===== src/hdl/assert_macros.svh =====
// Assertion macros for the RTL of the text parser.
// Depends on nothing; the including file supplies clock and reset names.
`ifndef ASSERT_MACROS_SVH
`define ASSERT_MACROS_SVH

// Same-cycle implication, disabled while reset is low.
`define ASSERT_IMPLY(label, clk, rst_n, ante, cons) \
    label: assert property (@(posedge clk) disable iff (!(rst_n)) (ante) |-> (cons)) \
        else $error("implication check failed");

// Next-cycle implication, disabled while reset is low.
`define ASSERT_NEXT(label, clk, rst_n, ante, cons) \
    label: assert property (@(posedge clk) disable iff (!(rst_n)) (ante) |=> (cons)) \
        else $error("next-cycle check failed");

`endif


===== src/hdl/uitp_pkg.sv =====
// Types, constants and helper functions of the unsigned integer text parser.
// Depends on nothing; imported by unsigned_integer_text_parser.
package uitp_pkg;

    localparam int VALUE_BITS = 64;
    localparam int COUNT_BITS = 8;
    localparam int BASE_BITS  = 6;
    localparam int DIGIT_BITS = 7;
    localparam int PROD_BITS  = VALUE_BITS + BASE_BITS + 1;
    localparam int CHAR_BITS  = 8;
    localparam int OUT_COUNT_BITS = 8;
    localparam int ADDR_BITS  = 3;

    localparam logic [DIGIT_BITS-1:0] NO_DIGIT = DIGIT_BITS'(64);
    localparam logic [BASE_BITS-1:0] BASE_AUTO  = BASE_BITS'(0);
    localparam logic [BASE_BITS-1:0] BASE_OCT   = BASE_BITS'(8);
    localparam logic [BASE_BITS-1:0] BASE_DEC   = BASE_BITS'(10);
    localparam logic [BASE_BITS-1:0] BASE_HEX   = BASE_BITS'(16);

    localparam logic [CHAR_BITS-1:0] CH_ZERO   = 8'h30;
    localparam logic [CHAR_BITS-1:0] CH_NINE   = 8'h39;
    localparam logic [CHAR_BITS-1:0] CH_UP_A   = 8'h41;
    localparam logic [CHAR_BITS-1:0] CH_UP_Z   = 8'h5A;
    localparam logic [CHAR_BITS-1:0] CH_LO_A   = 8'h61;
    localparam logic [CHAR_BITS-1:0] CH_LO_Z   = 8'h7A;
    localparam logic [CHAR_BITS-1:0] CH_UP_OFS = 8'h41 - 8'd10;
    localparam logic [CHAR_BITS-1:0] CH_LO_OFS = 8'h61 - 8'd10;
    localparam logic [CHAR_BITS-1:0] CH_LO_X   = 8'h78;
    localparam logic [CHAR_BITS-1:0] CH_UP_X   = 8'h58;
    localparam logic [CHAR_BITS-1:0] CH_MINUS  = 8'h2D;
    localparam logic [CHAR_BITS-1:0] CH_PLUS   = 8'h2B;

    // Register index of the base register
    localparam logic REG_NUMBER_BASE = 1'b0;

    typedef enum logic [2:0] {
        PH_START,
        PH_AFTER_SIGN,
        PH_PENDING_ZERO,
        PH_AFTER_PREFIX,
        PH_DIGITS
    } t_phase;

    // Map a character to its digit value, NO_DIGIT for anything else
    function automatic logic [DIGIT_BITS-1:0] digit_value(input logic [CHAR_BITS-1:0] c);
        logic [DIGIT_BITS-1:0] d;
        d = NO_DIGIT;
        if (c >= CH_ZERO && c <= CH_NINE) begin
            d = DIGIT_BITS'(c - CH_ZERO);
        end else if (c >= CH_UP_A && c <= CH_UP_Z) begin
            d = DIGIT_BITS'(c - CH_UP_OFS);
        end else if (c >= CH_LO_A && c <= CH_LO_Z) begin
            d = DIGIT_BITS'(c - CH_LO_OFS);
        end
        return d;
    endfunction

    // Increment a character count, holding at its maximum
    function automatic logic [COUNT_BITS-1:0] sat_inc(input logic [COUNT_BITS-1:0] c);
        return (&c) ? c : c + COUNT_BITS'(1);
    endfunction

    // Clamp the internal count to the reported width
    function automatic logic [OUT_COUNT_BITS-1:0] report_count(
        input logic [COUNT_BITS-1:0] c);
        logic [15:0] w;
        w = 16'(c);
        return (w > 16'(255)) ? OUT_COUNT_BITS'(255) : w[OUT_COUNT_BITS-1:0];
    endfunction

endpackage


===== src/hdl/unsigned_integer_text_parser.sv =====
// Streaming unsigned integer text parser: one character per request.
// Depends on uitp_pkg and assert_macros.svh.
//
//   channel   direction  handshake                 payload
//   input     in         i_in_valid / o_in_stall   i_text_char
//   result    out        o_out_valid / i_out_stall o_parsed_value, o_chars_consumed,
//                                                  o_overflowed
//   config    in (APB)   psel/penable/pready       paddr, pwdata, prdata
//
// One character per cycle unless the input stalls; a result appears in the
// output register in the cycle after the character that ends the number is
// accepted. The path is set by the 64 x 6 bit multiply-add of the accumulator.
// Reset clears the parse state and the output valid. A stalled result holds the
// output register and stalls the input only while that register is full.
`include "assert_macros.svh"

module unsigned_integer_text_parser
    import uitp_pkg::*;
(
    input  logic                      i_clk,
    input  logic                      i_rst_n,
    // character input
    input  logic                      i_in_valid,
    output logic                      o_in_stall,
    input  logic [CHAR_BITS-1:0]      i_text_char,
    // result output
    output logic                      o_out_valid,
    input  logic                      i_out_stall,
    output logic [63:0]               o_parsed_value,
    output logic [OUT_COUNT_BITS-1:0] o_chars_consumed,
    output logic                      o_overflowed,
    // configuration
    input  logic                      psel,
    input  logic                      penable,
    input  logic                      pwrite,
    input  logic [ADDR_BITS-1:0]      paddr,
    input  logic [31:0]               pwdata,
    output logic [31:0]               prdata,
    output logic                      pready
);

    // configuration register
    logic [BASE_BITS-1:0] r_number_base;

    // parse state
    t_phase                r_phase,    n_phase;
    logic [VALUE_BITS-1:0] r_acc,      n_acc;
    logic                  r_minus,    n_minus;
    logic                  r_dseen,    n_dseen;
    logic                  r_ovf,      n_ovf;
    logic [BASE_BITS-1:0]  r_base,     n_base;
    logic [COUNT_BITS-1:0] r_count,    n_count;

    // output register
    logic                      r_out_valid;
    logic [VALUE_BITS-1:0]     r_out_value,  n_out_value;
    logic [OUT_COUNT_BITS-1:0] r_out_count,  n_out_count;
    logic                      r_out_ovf,    n_out_ovf;
    logic                      n_emit;

    logic in_accept;
    logic cfg_write;

    assign pready    = 1'b1;
    assign cfg_write = psel && penable && pwrite && pready;
    assign prdata    = (paddr[2] == REG_NUMBER_BASE) ? 32'(r_number_base) : 32'd0;

    // stall input only while a result is waiting and the sink stalls
    assign o_in_stall = r_out_valid && i_out_stall;
    assign in_accept  = i_in_valid && !o_in_stall;

    // write the base register
    always_ff @(posedge i_clk) begin
        if (!i_rst_n) begin
            r_number_base <= BASE_AUTO;
        end else if (cfg_write && paddr[2] == REG_NUMBER_BASE) begin
            r_number_base <= pwdata[BASE_BITS-1:0];
        end
    end

    // advance the parse by one character
    always_comb begin
        logic [BASE_BITS-1:0]  v_eff;
        logic                  v_first;
        logic                  v_digit;
        logic [DIGIT_BITS-1:0] v_d;
        logic [PROD_BITS-1:0]  v_sum;
        logic [VALUE_BITS-1:0] v_val;

        n_phase = r_phase;
        n_acc   = r_acc;
        n_minus = r_minus;
        n_dseen = r_dseen;
        n_ovf   = r_ovf;
        n_base  = r_base;
        n_count = r_count;
        n_emit  = 1'b0;
        n_out_value = r_out_value;
        n_out_count = r_out_count;
        n_out_ovf   = r_out_ovf;
        v_first = 1'b0;
        v_digit = 1'b0;
        v_d     = digit_value(i_text_char);
        v_eff   = BASE_DEC;
        v_sum   = '0;
        v_val   = '0;

        case (r_phase)
            PH_START: begin
                n_base = r_number_base;
                if (i_text_char == CH_MINUS || i_text_char == CH_PLUS) begin
                    n_minus = (i_text_char == CH_MINUS);
                    n_count = sat_inc(r_count);
                    n_phase = PH_AFTER_SIGN;
                end else begin
                    v_first = 1'b1;
                end
            end
            PH_AFTER_SIGN: begin
                v_first = 1'b1;
            end
            PH_PENDING_ZERO: begin
                if (i_text_char == CH_LO_X || i_text_char == CH_UP_X) begin
                    n_base  = BASE_HEX;
                    n_count = sat_inc(r_count);
                    n_phase = PH_AFTER_PREFIX;
                end else begin
                    if (r_base == BASE_AUTO) begin
                        n_base = BASE_OCT;
                    end
                    n_acc   = '0;
                    n_dseen = 1'b1;
                    v_digit = 1'b1;
                end
            end
            PH_AFTER_PREFIX, PH_DIGITS: begin
                v_digit = 1'b1;
            end
            default: begin
                n_phase = PH_START;
                n_acc   = '0;
                n_minus = 1'b0;
                n_dseen = 1'b0;
                n_ovf   = 1'b0;
                n_base  = BASE_AUTO;
                n_count = '0;
            end
        endcase

        // first character after an optional sign: hold a leading zero in auto or hex base
        if (v_first) begin
            if ((n_base == BASE_AUTO || n_base == BASE_HEX) && i_text_char == CH_ZERO) begin
                n_count = sat_inc(n_count);
                n_phase = PH_PENDING_ZERO;
            end else begin
                if (n_base == BASE_AUTO) begin
                    n_base = BASE_DEC;
                end
                v_digit = 1'b1;
            end
        end

        // take a digit or end the number
        if (v_digit) begin
            v_eff = (n_base == BASE_AUTO) ? BASE_DEC : n_base;
            if (v_d >= DIGIT_BITS'(v_eff)) begin
                v_val = n_acc;
                if (n_ovf) begin
                    v_val = '1;
                end else if (n_minus) begin
                    v_val = '0 - n_acc;
                end
                if (!n_dseen) begin
                    v_val = '0;
                end
                n_emit      = 1'b1;
                n_out_value = v_val;
                n_out_count = n_dseen ? report_count(n_count) : '0;
                n_out_ovf   = n_ovf;
                n_phase = PH_START;
                n_acc   = '0;
                n_minus = 1'b0;
                n_dseen = 1'b0;
                n_ovf   = 1'b0;
                n_base  = BASE_AUTO;
                n_count = '0;
            end else begin
                v_sum = PROD_BITS'(n_acc) * PROD_BITS'(v_eff) + PROD_BITS'(v_d);
                if (n_ovf || (|v_sum[PROD_BITS-1:VALUE_BITS])) begin
                    n_ovf = 1'b1;
                end else begin
                    n_acc = v_sum[VALUE_BITS-1:0];
                end
                n_dseen = 1'b1;
                n_count = sat_inc(n_count);
                n_phase = PH_DIGITS;
            end
        end
    end

    // hold parse state and result valid
    always_ff @(posedge i_clk) begin
        if (!i_rst_n) begin
            r_phase     <= PH_START;
            r_acc       <= '0;
            r_minus     <= 1'b0;
            r_dseen     <= 1'b0;
            r_ovf       <= 1'b0;
            r_base      <= BASE_AUTO;
            r_count     <= '0;
            r_out_valid <= 1'b0;
        end else begin
            if (in_accept) begin
                r_phase <= n_phase;
                r_acc   <= n_acc;
                r_minus <= n_minus;
                r_dseen <= n_dseen;
                r_ovf   <= n_ovf;
                r_base  <= n_base;
                r_count <= n_count;
            end
            if (in_accept && n_emit) begin
                r_out_valid <= 1'b1;
            end else if (!i_out_stall) begin
                r_out_valid <= 1'b0;
            end
        end
    end

    // load result payload
    always_ff @(posedge i_clk) begin
        if (in_accept && n_emit) begin
            r_out_value <= n_out_value;
            r_out_count <= n_out_count;
            r_out_ovf   <= n_out_ovf;
        end
    end

    assign o_out_valid      = r_out_valid;
    assign o_parsed_value   = 64'(r_out_value);
    assign o_chars_consumed = r_out_count;
    assign o_overflowed     = r_out_ovf;

    // a finished number leaves a clean parse state
    `ASSERT_NEXT(a_clear_after_result, i_clk, i_rst_n, in_accept && n_emit,
        r_phase == PH_START && r_count == '0 && !r_dseen && !r_ovf)
    // no digit means a zero result without overflow
    `ASSERT_IMPLY(a_no_digit_zero, i_clk, i_rst_n, o_out_valid && o_chars_consumed == '0,
        o_parsed_value == '0 && !o_overflowed)
    // overflow reports all ones
    `ASSERT_IMPLY(a_ovf_all_ones, i_clk, i_rst_n, o_out_valid && o_overflowed,
        &o_parsed_value)
    // a pending zero only in auto or hex base and already counted
    `ASSERT_IMPLY(a_pending_zero, i_clk, i_rst_n, r_phase == PH_PENDING_ZERO,
        (r_base == BASE_AUTO || r_base == BASE_HEX) && r_count != '0)

endmodule

===== config.mk =====
export PLATFORM = sky130hd
export DESIGN_NAME = unsigned_integer_text_parser
export DESIGN_NICKNAME = d
export VERILOG_FILES = /design/src/hdl/uitp_pkg.sv /design/src/hdl/unsigned_integer_text_parser.sv
export VERILOG_INCLUDE_DIRS = /design/src /design/src/hdl
export SDC_FILE = /design/constraint.sdc
export NUM_CORES = 1
export LEC_CHECK = 0
export ABC_AREA = 1
export ABC_CLOCK_PERIOD_IN_PS = 9700
export BUFFER_PORTS_ARGS = -buffer_cell sky130_fd_sc_hd__buf_2
export CAP_MARGIN = 30
export CORE_ASPECT_RATIO = 1.5
export CORE_MARGIN = 4
export CORE_UTILIZATION = 45
export CTS_BUF_LIST = sky130_fd_sc_hd__clkbuf_16
export CTS_CLUSTER_DIAMETER = 120
export DETAILED_ROUTE_END_ITERATION = 10
export SLEW_MARGIN = 15
export SYNTH_ARGS = -nofsm -noshare
export SYNTH_HDL_FRONTEND = slang
export SYNTH_SLANG_ARGS = --single-unit

===== constraint.sdc =====
create_clock -name i_clk -period 9.7 [get_ports i_clk]
set_clock_uncertainty 0.15 [all_clocks]
set_input_delay 1.455 -clock i_clk [delete_from_list [all_inputs] [get_ports i_clk]]
set_output_delay 1.455 -clock i_clk [all_outputs]
set_load 0.05 [all_outputs]

After elaboration in Yosys (flattened, before gate mapping)
Index checks and enable logic that the tools add are counted.
{"block": "word_totals", "ff_bits": 164, "out_inout_bits": 108, "wordCells": 128}
{"block": "op_classes", "addsub": 8, "mul": 1, "order_cmp": 7, "n_eq_ne": 11, "muxes": 59, "bitwise": 1, "n_reduce_logical": 29}
{"op": "64-bit 2-to-1 mux", "n": 6}
{"op": "64-bit one-hot mux with 2 select lines", "n": 1}
{"op": "8-bit 2-to-1 mux", "n": 9}
{"op": "70-bit by 7-bit adder with 71-bit output", "n": 1}
{"op": "64-bit by 6-bit multiplier with 70-bit output", "n": 1}
{"op": "1-bit by 64-bit subtractor with 64-bit output (first input constant)", "n": 1}
{"op": "6-bit 2-to-1 mux", "n": 9}
{"op": "8-bit by 1-bit adder with 8-bit output (second input constant)", "n": 3}
{"op": "8-bit by 6-bit equality test with 1-bit output (second input constant)", "n": 3}
{"op": "8-bit one-hot mux with 3 select lines", "n": 1}
{"op": "8-bit AND reduction", "n": 3}
{"op": "7-bit 2-to-1 mux", "n": 3}
{"op": "6-bit logical NOT", "n": 3}
{"op": "1-bit 2-to-1 mux", "n": 18}
{"op": "3-bit 2-to-1 mux", "n": 6}
{"op": "6-bit one-hot mux with 3 select lines", "n": 1}
{"op": "8-bit by 7-bit equality test with 1-bit output (second input constant)", "n": 2}
{"op": "8-bit by 7-bit greater-or-equal comparator with 1-bit output (second input constant)", "n": 2}
{"op": "8-bit by 7-bit less-or-equal comparator with 1-bit output (second input constant)", "n": 2}
{"op": "7-bit by 6-bit subtractor with 7-bit output (second input constant)", "n": 2}
{"op": "1-bit logical AND", "n": 10}
{"op": "3-bit one-hot mux with 3 select lines", "n": 1}
{"op": "8-bit by 6-bit greater-or-equal comparator with 1-bit output (second input constant)", "n": 1}
{"op": "8-bit by 6-bit less-or-equal comparator with 1-bit output (second input constant)", "n": 1}
{"op": "other kinds (18)", "n": 26}

Longest topological paths before layout
{"block": "logic_depth", "depth_word": 18, "ltp_mapped": 46}

Worst setup path after synthesis
OpenSTA, ideal clock, no wires.
{"block": "synth_path", "kind": "input -> register", "start": "input i_text_char[5]", "end": "register r_out_count[0], in the netlist o_chars_consumed[0] (enable)", "setup_time_ns": 0.596, "t_arrival_ns": 8.807, "t_required_ns": 8.954, "setup_slack_ns": 0.146, "stages": 20, "path_buffers": 1, "cell_sequence": "inv_1 > ha_1 > inv_1 > nand2_1 > nand2_1 > nor2_4 > nand2_8 > nand2_1 > nor2_1 > nand4_1 > nand2_1 > inv_2 > clkbuf_1 > ha_1 > nand2_1 > o211ai_1 > nand3_1 > a21boi_0 > nor2_1 > nor3_1"}
{"block": "synth_between", "elab_chain_cells": 16, "elab_cells_between_ends": 44}
{"element": "from (decl)", "line": "unsigned_integer_text_parser.sv:25", "source": "input logic [CHAR_BITS-1:0] i_text_char,"}
{"element": "8-bit by 7-bit equality test with 1-bit output", "line": "unsigned_integer_text_parser.sv:123", "source": "if (i_text_char == CH_LO_X || i_text_char == CH_UP_X) begin"}
{"element": "1-bit logical OR", "line": "unsigned_integer_text_parser.sv:123"}
{"element": "6-bit 2-to-1 mux", "line": "unsigned_integer_text_parser.sv:123"}
{"element": "6-bit one-hot mux with 3 select lines", "line": "unsigned_integer_text_parser.sv:108", "source": "case (r_phase)"}
{"element": "6-bit by 5-bit equality test with 1-bit output / 6-bit logical NOT (equally long branches)", "line": "unsigned_integer_text_parser.sv:152, unsigned_integer_text_parser.sv:156"}
{"element": "1-bit logical OR", "line": "unsigned_integer_text_parser.sv:152", "source": "if ((n_base == BASE_AUTO || n_base == BASE_HEX) && i_text_char == CH_ZERO) begin"}
{"element": "1-bit logical AND", "line": "unsigned_integer_text_parser.sv:152"}
{"element": "6-bit 2-to-1 mux", "line": "unsigned_integer_text_parser.sv:152"}
{"element": "6-bit 2-to-1 mux", "line": "unsigned_integer_text_parser.sv:151", "source": "if (v_first) begin"}
{"element": "6-bit logical NOT", "line": "unsigned_integer_text_parser.sv:165", "source": "v_eff = (n_base == BASE_AUTO) ? BASE_DEC : n_base;"}
{"element": "6-bit 2-to-1 mux", "line": "unsigned_integer_text_parser.sv:165"}
{"element": "7-bit by 6-bit greater-or-equal comparator with 1-bit output", "line": "unsigned_integer_text_parser.sv:166", "source": "if (v_d >= DIGIT_BITS'(v_eff)) begin"}
{"element": "1-bit 2-to-1 mux", "line": "unsigned_integer_text_parser.sv:166"}
{"element": "1-bit 2-to-1 mux", "line": "unsigned_integer_text_parser.sv:164", "source": "if (v_digit) begin"}
{"element": "1-bit logical AND", "line": "unsigned_integer_text_parser.sv:232", "source": "if (in_accept && n_emit) begin"}
{"element": "3-bit AND reduction (no source line) (*)"}
{"element": "to (signal assigned)", "line": "unsigned_integer_text_parser.sv:234", "source": "r_out_count <= n_out_count;"}
{"element": "to (decl)", "line": "unsigned_integer_text_parser.sv:57", "source": "logic [OUT_COUNT_BITS-1:0] r_out_count, n_out_count;"}
Every way passes the cells marked *; elsewhere a longest branch is shown, timed or not.
A chain may end at the register's enable or synchronous reset.

Worst setup path after layout
{"block": "layout_path", "start": "input i_text_char[5]", "end": "register r_acc[36]"}
{"block": "layout_between", "elab_chain_cells": 18, "elab_cells_between_ends": 49}
{"element": "8-bit by 7-bit equality test with 1-bit output", "line": "unsigned_integer_text_parser.sv:123"}
{"element": "1-bit logical OR", "line": "unsigned_integer_text_parser.sv:123"}
{"element": "6-bit 2-to-1 mux", "line": "unsigned_integer_text_parser.sv:123"}
{"element": "6-bit one-hot mux with 3 select lines", "line": "unsigned_integer_text_parser.sv:108"}
{"element": "6-bit by 5-bit equality test with 1-bit output / 6-bit logical NOT (equally long branches)", "line": "unsigned_integer_text_parser.sv:152, unsigned_integer_text_parser.sv:156"}
{"element": "1-bit logical OR", "line": "unsigned_integer_text_parser.sv:152"}
{"element": "1-bit logical AND", "line": "unsigned_integer_text_parser.sv:152"}
{"element": "6-bit 2-to-1 mux", "line": "unsigned_integer_text_parser.sv:152"}
{"element": "(+2 left out)"}
{"element": "6-bit 2-to-1 mux", "line": "unsigned_integer_text_parser.sv:165"}
{"element": "64-bit by 6-bit multiplier with 70-bit output", "line": "unsigned_integer_text_parser.sv:188", "source": "v_sum = PROD_BITS'(n_acc) * PROD_BITS'(v_eff) + PROD_BITS'(v_d);"}
{"element": "70-bit by 7-bit adder with 71-bit output", "line": "unsigned_integer_text_parser.sv:188"}
{"element": "7-bit OR reduction", "line": "unsigned_integer_text_parser.sv:189", "source": "if (n_ovf || (|v_sum[PROD_BITS-1:VALUE_BITS])) begin"}
{"element": "1-bit logical OR", "line": "unsigned_integer_text_parser.sv:189"}
{"element": "64-bit 2-to-1 mux", "line": "unsigned_integer_text_parser.sv:189"}
{"element": "64-bit 2-to-1 mux", "line": "unsigned_integer_text_parser.sv:166"}
{"element": "64-bit 2-to-1 mux (*)", "line": "unsigned_integer_text_parser.sv:164"}
{"element": "to (signal assigned)", "line": "unsigned_integer_text_parser.sv:215", "source": "r_acc <= n_acc;"}
{"element": "to (decl)", "line": "unsigned_integer_text_parser.sv:47", "source": "logic [VALUE_BITS-1:0] r_acc, n_acc;"}
Marked as above.

==> results.txt <==
CTS Sinks: 164
unrepaired setup endpoints after global routing: no
Final #Nets: 4196
Placed Cells: 4406
crit path to: r_acc[36]
TritonCTS clock tree: done
first-pass GRT wire length: 141000 µm
Total GRT Usage: 29.9%
Root Buffer: clkbuf_16
most used cell, CP: nand2_1
post-synthesis register bit count: 164
post-synthesis instance total: 3672
hpwl dp: 70100 µm
most common cell in the netlist: nand2_1
CP required: 9.96 ns
core area: 55700 µm²
CP endpoint kind: flop
async set-reset flop share out of synthesis: 0%
EDFF count, synth: 73
post-synthesis sequential area ratio: 15.9%
Num CTS Buffers: 17
reg-to-reg startpoint: r_phase[1]
DR vias/cell: 5.44
vias in the first global route: 24730
top post-synthesis cells by area: fa_1, nand2_1, inv_1
H-Tree Level Count: 4
Detail Route Antenna Nets: 0
critical path's slowest cell: buf_4
Die Span X: 201 µm
P&R area growth vs syn: 7.48%
Yosys cell types: 59
Max Fanout on Critical Path: 29
final setup fails: 0
IO buf count: 102
Period minus WS final: 8.59 ns
initial antenna violation count: 0
Max Root-Sink Buffers: 2
max-slew violations: 0
Synth Flop Type: dfxtp_1
slew margin rel.: 34.9%
MaxCap Viol Count: 0
Reg2Reg Depth: 31
Final Hold Fails: 0
Setup CP Type: in2reg
postcts setup bufs: 0
Post-CTS Hold Fix Bufs: 0
share of cells above drive strength 1: 9.57%
Mean Syn Cell Area: 6.87 µm²
I/O Pins: 158
post-CTS sizing: 0
Skew-Pair Late Insertion Delay: 0.49 ns
# fillers: 5853
Clock transition at path regs: 0.08 ns
FF-to-FF setup slack: 2.04 ns
Residual DRC: 0
outcome: finished clean
gr ovfl total: 0
power per cell area: 103 nW/µm²
Ys Warns: 0
Synth top area share: 20.1%
FP Rows: 106
maximum clock frequency: 116 MHz
HP Class: reg2reg
fin crit share: 88.5%
arrival time at the worst endpoint: 8.85 ns
total routed wirelength: 89900 µm
# diodes: 0
Mapped Area: 25200 µm²
Worst Tran Pin Value: 0.975 ns
reg2reg end: r_acc[39]
die area: 60000 µm²
largest net degree at the start of global routing: 89
Total Neg Setup Slack: 0 ns
DRT iter0 DRCs: 1609
Max VDD drop: 0.145 mV
leakage: 14.7 nW
die height: 298 µm
WL/cell: 20.2 µm
Setup crit start kind: primary input
Final GP Congestion: 0.994
highest cell delay on the worst timing path: 0.60 ns
via count: 24149
fin cells: 4441
Pre-antenna DRT Iters: 5
commonest cells in the netlist: nand2_1, inv_1, nor2_1
cell taking the most area after synthesis: fa_1
Setup crit start: i_text_char[5]
Starting Density: 45.3%
==> critical path, delay by kind of cell <==
family	cells	cell delay, ns
AND/OR/NAND/NOR	17	2.22
adder cells (fa/ha/maj)	6	2.34
AO/OA/AOI/OAI	4	0.93
buffers and inverters	9	1.78
==> cells in the final DEF, fill, tap and decap left out, types with 7 or more instances in the layout <==
cell type    n
nand4_1     46
xor2_1      47
a21boi_0     7
o21a_1       9
nor4_1       7
fa_1       253
o21ai_0    241
nand2_1    765
a21o_1       8
inv_2       46
nand3_1    153
nand2_2     39
nor2_2      27
nor2_4      15
clkbuf_16   17
nor3_1      33
dfxtp_1     91
ha_1       167
nand2_4     10
a31oi_1     40
edfxtp_1    73
buf_2      103
buf_4       50
o21ai_1     15
xnor2_1     23
nor2_1     459
a21oi_1    234
inv_1      617
o211ai_1    24
o31ai_1      7
o21bai_1    17
conb_1      27
==> metal layers <==
layer	GRT usage (%)	vias up	share of wire, %
met5	0	-	0
met1	32.9	11471	37
met3	3.11	253	4.5
met2	54.4	792	51
met4	19.7	0	7.8
li1	-	11633	-
==> layout make-up <==
class                           count  area (µm²)  share of cell area, %
Inverter                          667        2510                   9.25
Timing Repair Buffer              160        1020                   3.77
Multi-Input combinational cell   2716       18100                   66.8
Clock inverter                     15         148                  0.544
Sequential cell                   164        4010                   14.8
Clock buffer                       17         425                   1.57
Tap cell                          702         878                   3.24
==> registers in the layout, summed over array words and instances, names as in the netlist <==
signal,cells
r_acc,64
r_base,6
r_count,8
r_number_base,6
o_out_valid,1
r_phase,3
o_overflowed,1
r_dseen,1
r_ovf,1
r_minus,1
o_parsed_value,64
o_chars_consumed,8
==> report_power, final <==
part           internal [W]  switching [W]
registers          0.000784      0.0000214
clock network      0.000343       0.000383
logic              0.000358       0.000913
total               0.00148        0.00132
==> cells by family after synthesis <==
group,count (synthesis),share of synthesized area [%]
AND/OR/NAND/NOR,1572,26.7
buffers and inverters,817,12.9
AO/OA/AOI/OAI,626,13.6
adder cells (fa/ha/maj),420,28.4
flip-flops,164,15.9
XOR/XNOR,71,2.49
other,2,0.0298
==> how the worst min path moves through the flow <==
stage             start        to  cells after the start
2_1_floorplan   r_minus   r_minus                      2
3_3_place_gp   r_acc[6]  r_acc[6]                      2
3_5_place_dp    r_minus   r_minus                      2
4_1_cts         r_minus   r_minus                      2
6_report        r_minus   r_minus                      2
5_1_grt        r_acc[7]  r_acc[7]                      2
==> metrics by stage <==
stage	hold slack (ns)	instance area (µm²)	power [W]	setup slack, ns	utilization (%)
4_1_cts	0.315	27100	0.00280	1.19	48.6
2_1_floorplan	0.292	25300	0.00170	0.146	-
3_3_place_gp	0.303	26500	0.00207	0.698	47.6
3_5_place_dp	0.302	26500	0.00207	0.732	47.6
6_report	0.315	27100	0.00280	1.11	48.7
5_1_grt	0.331	27100	0.00295	0.591	48.7
(Power assumes the default switching activity.)
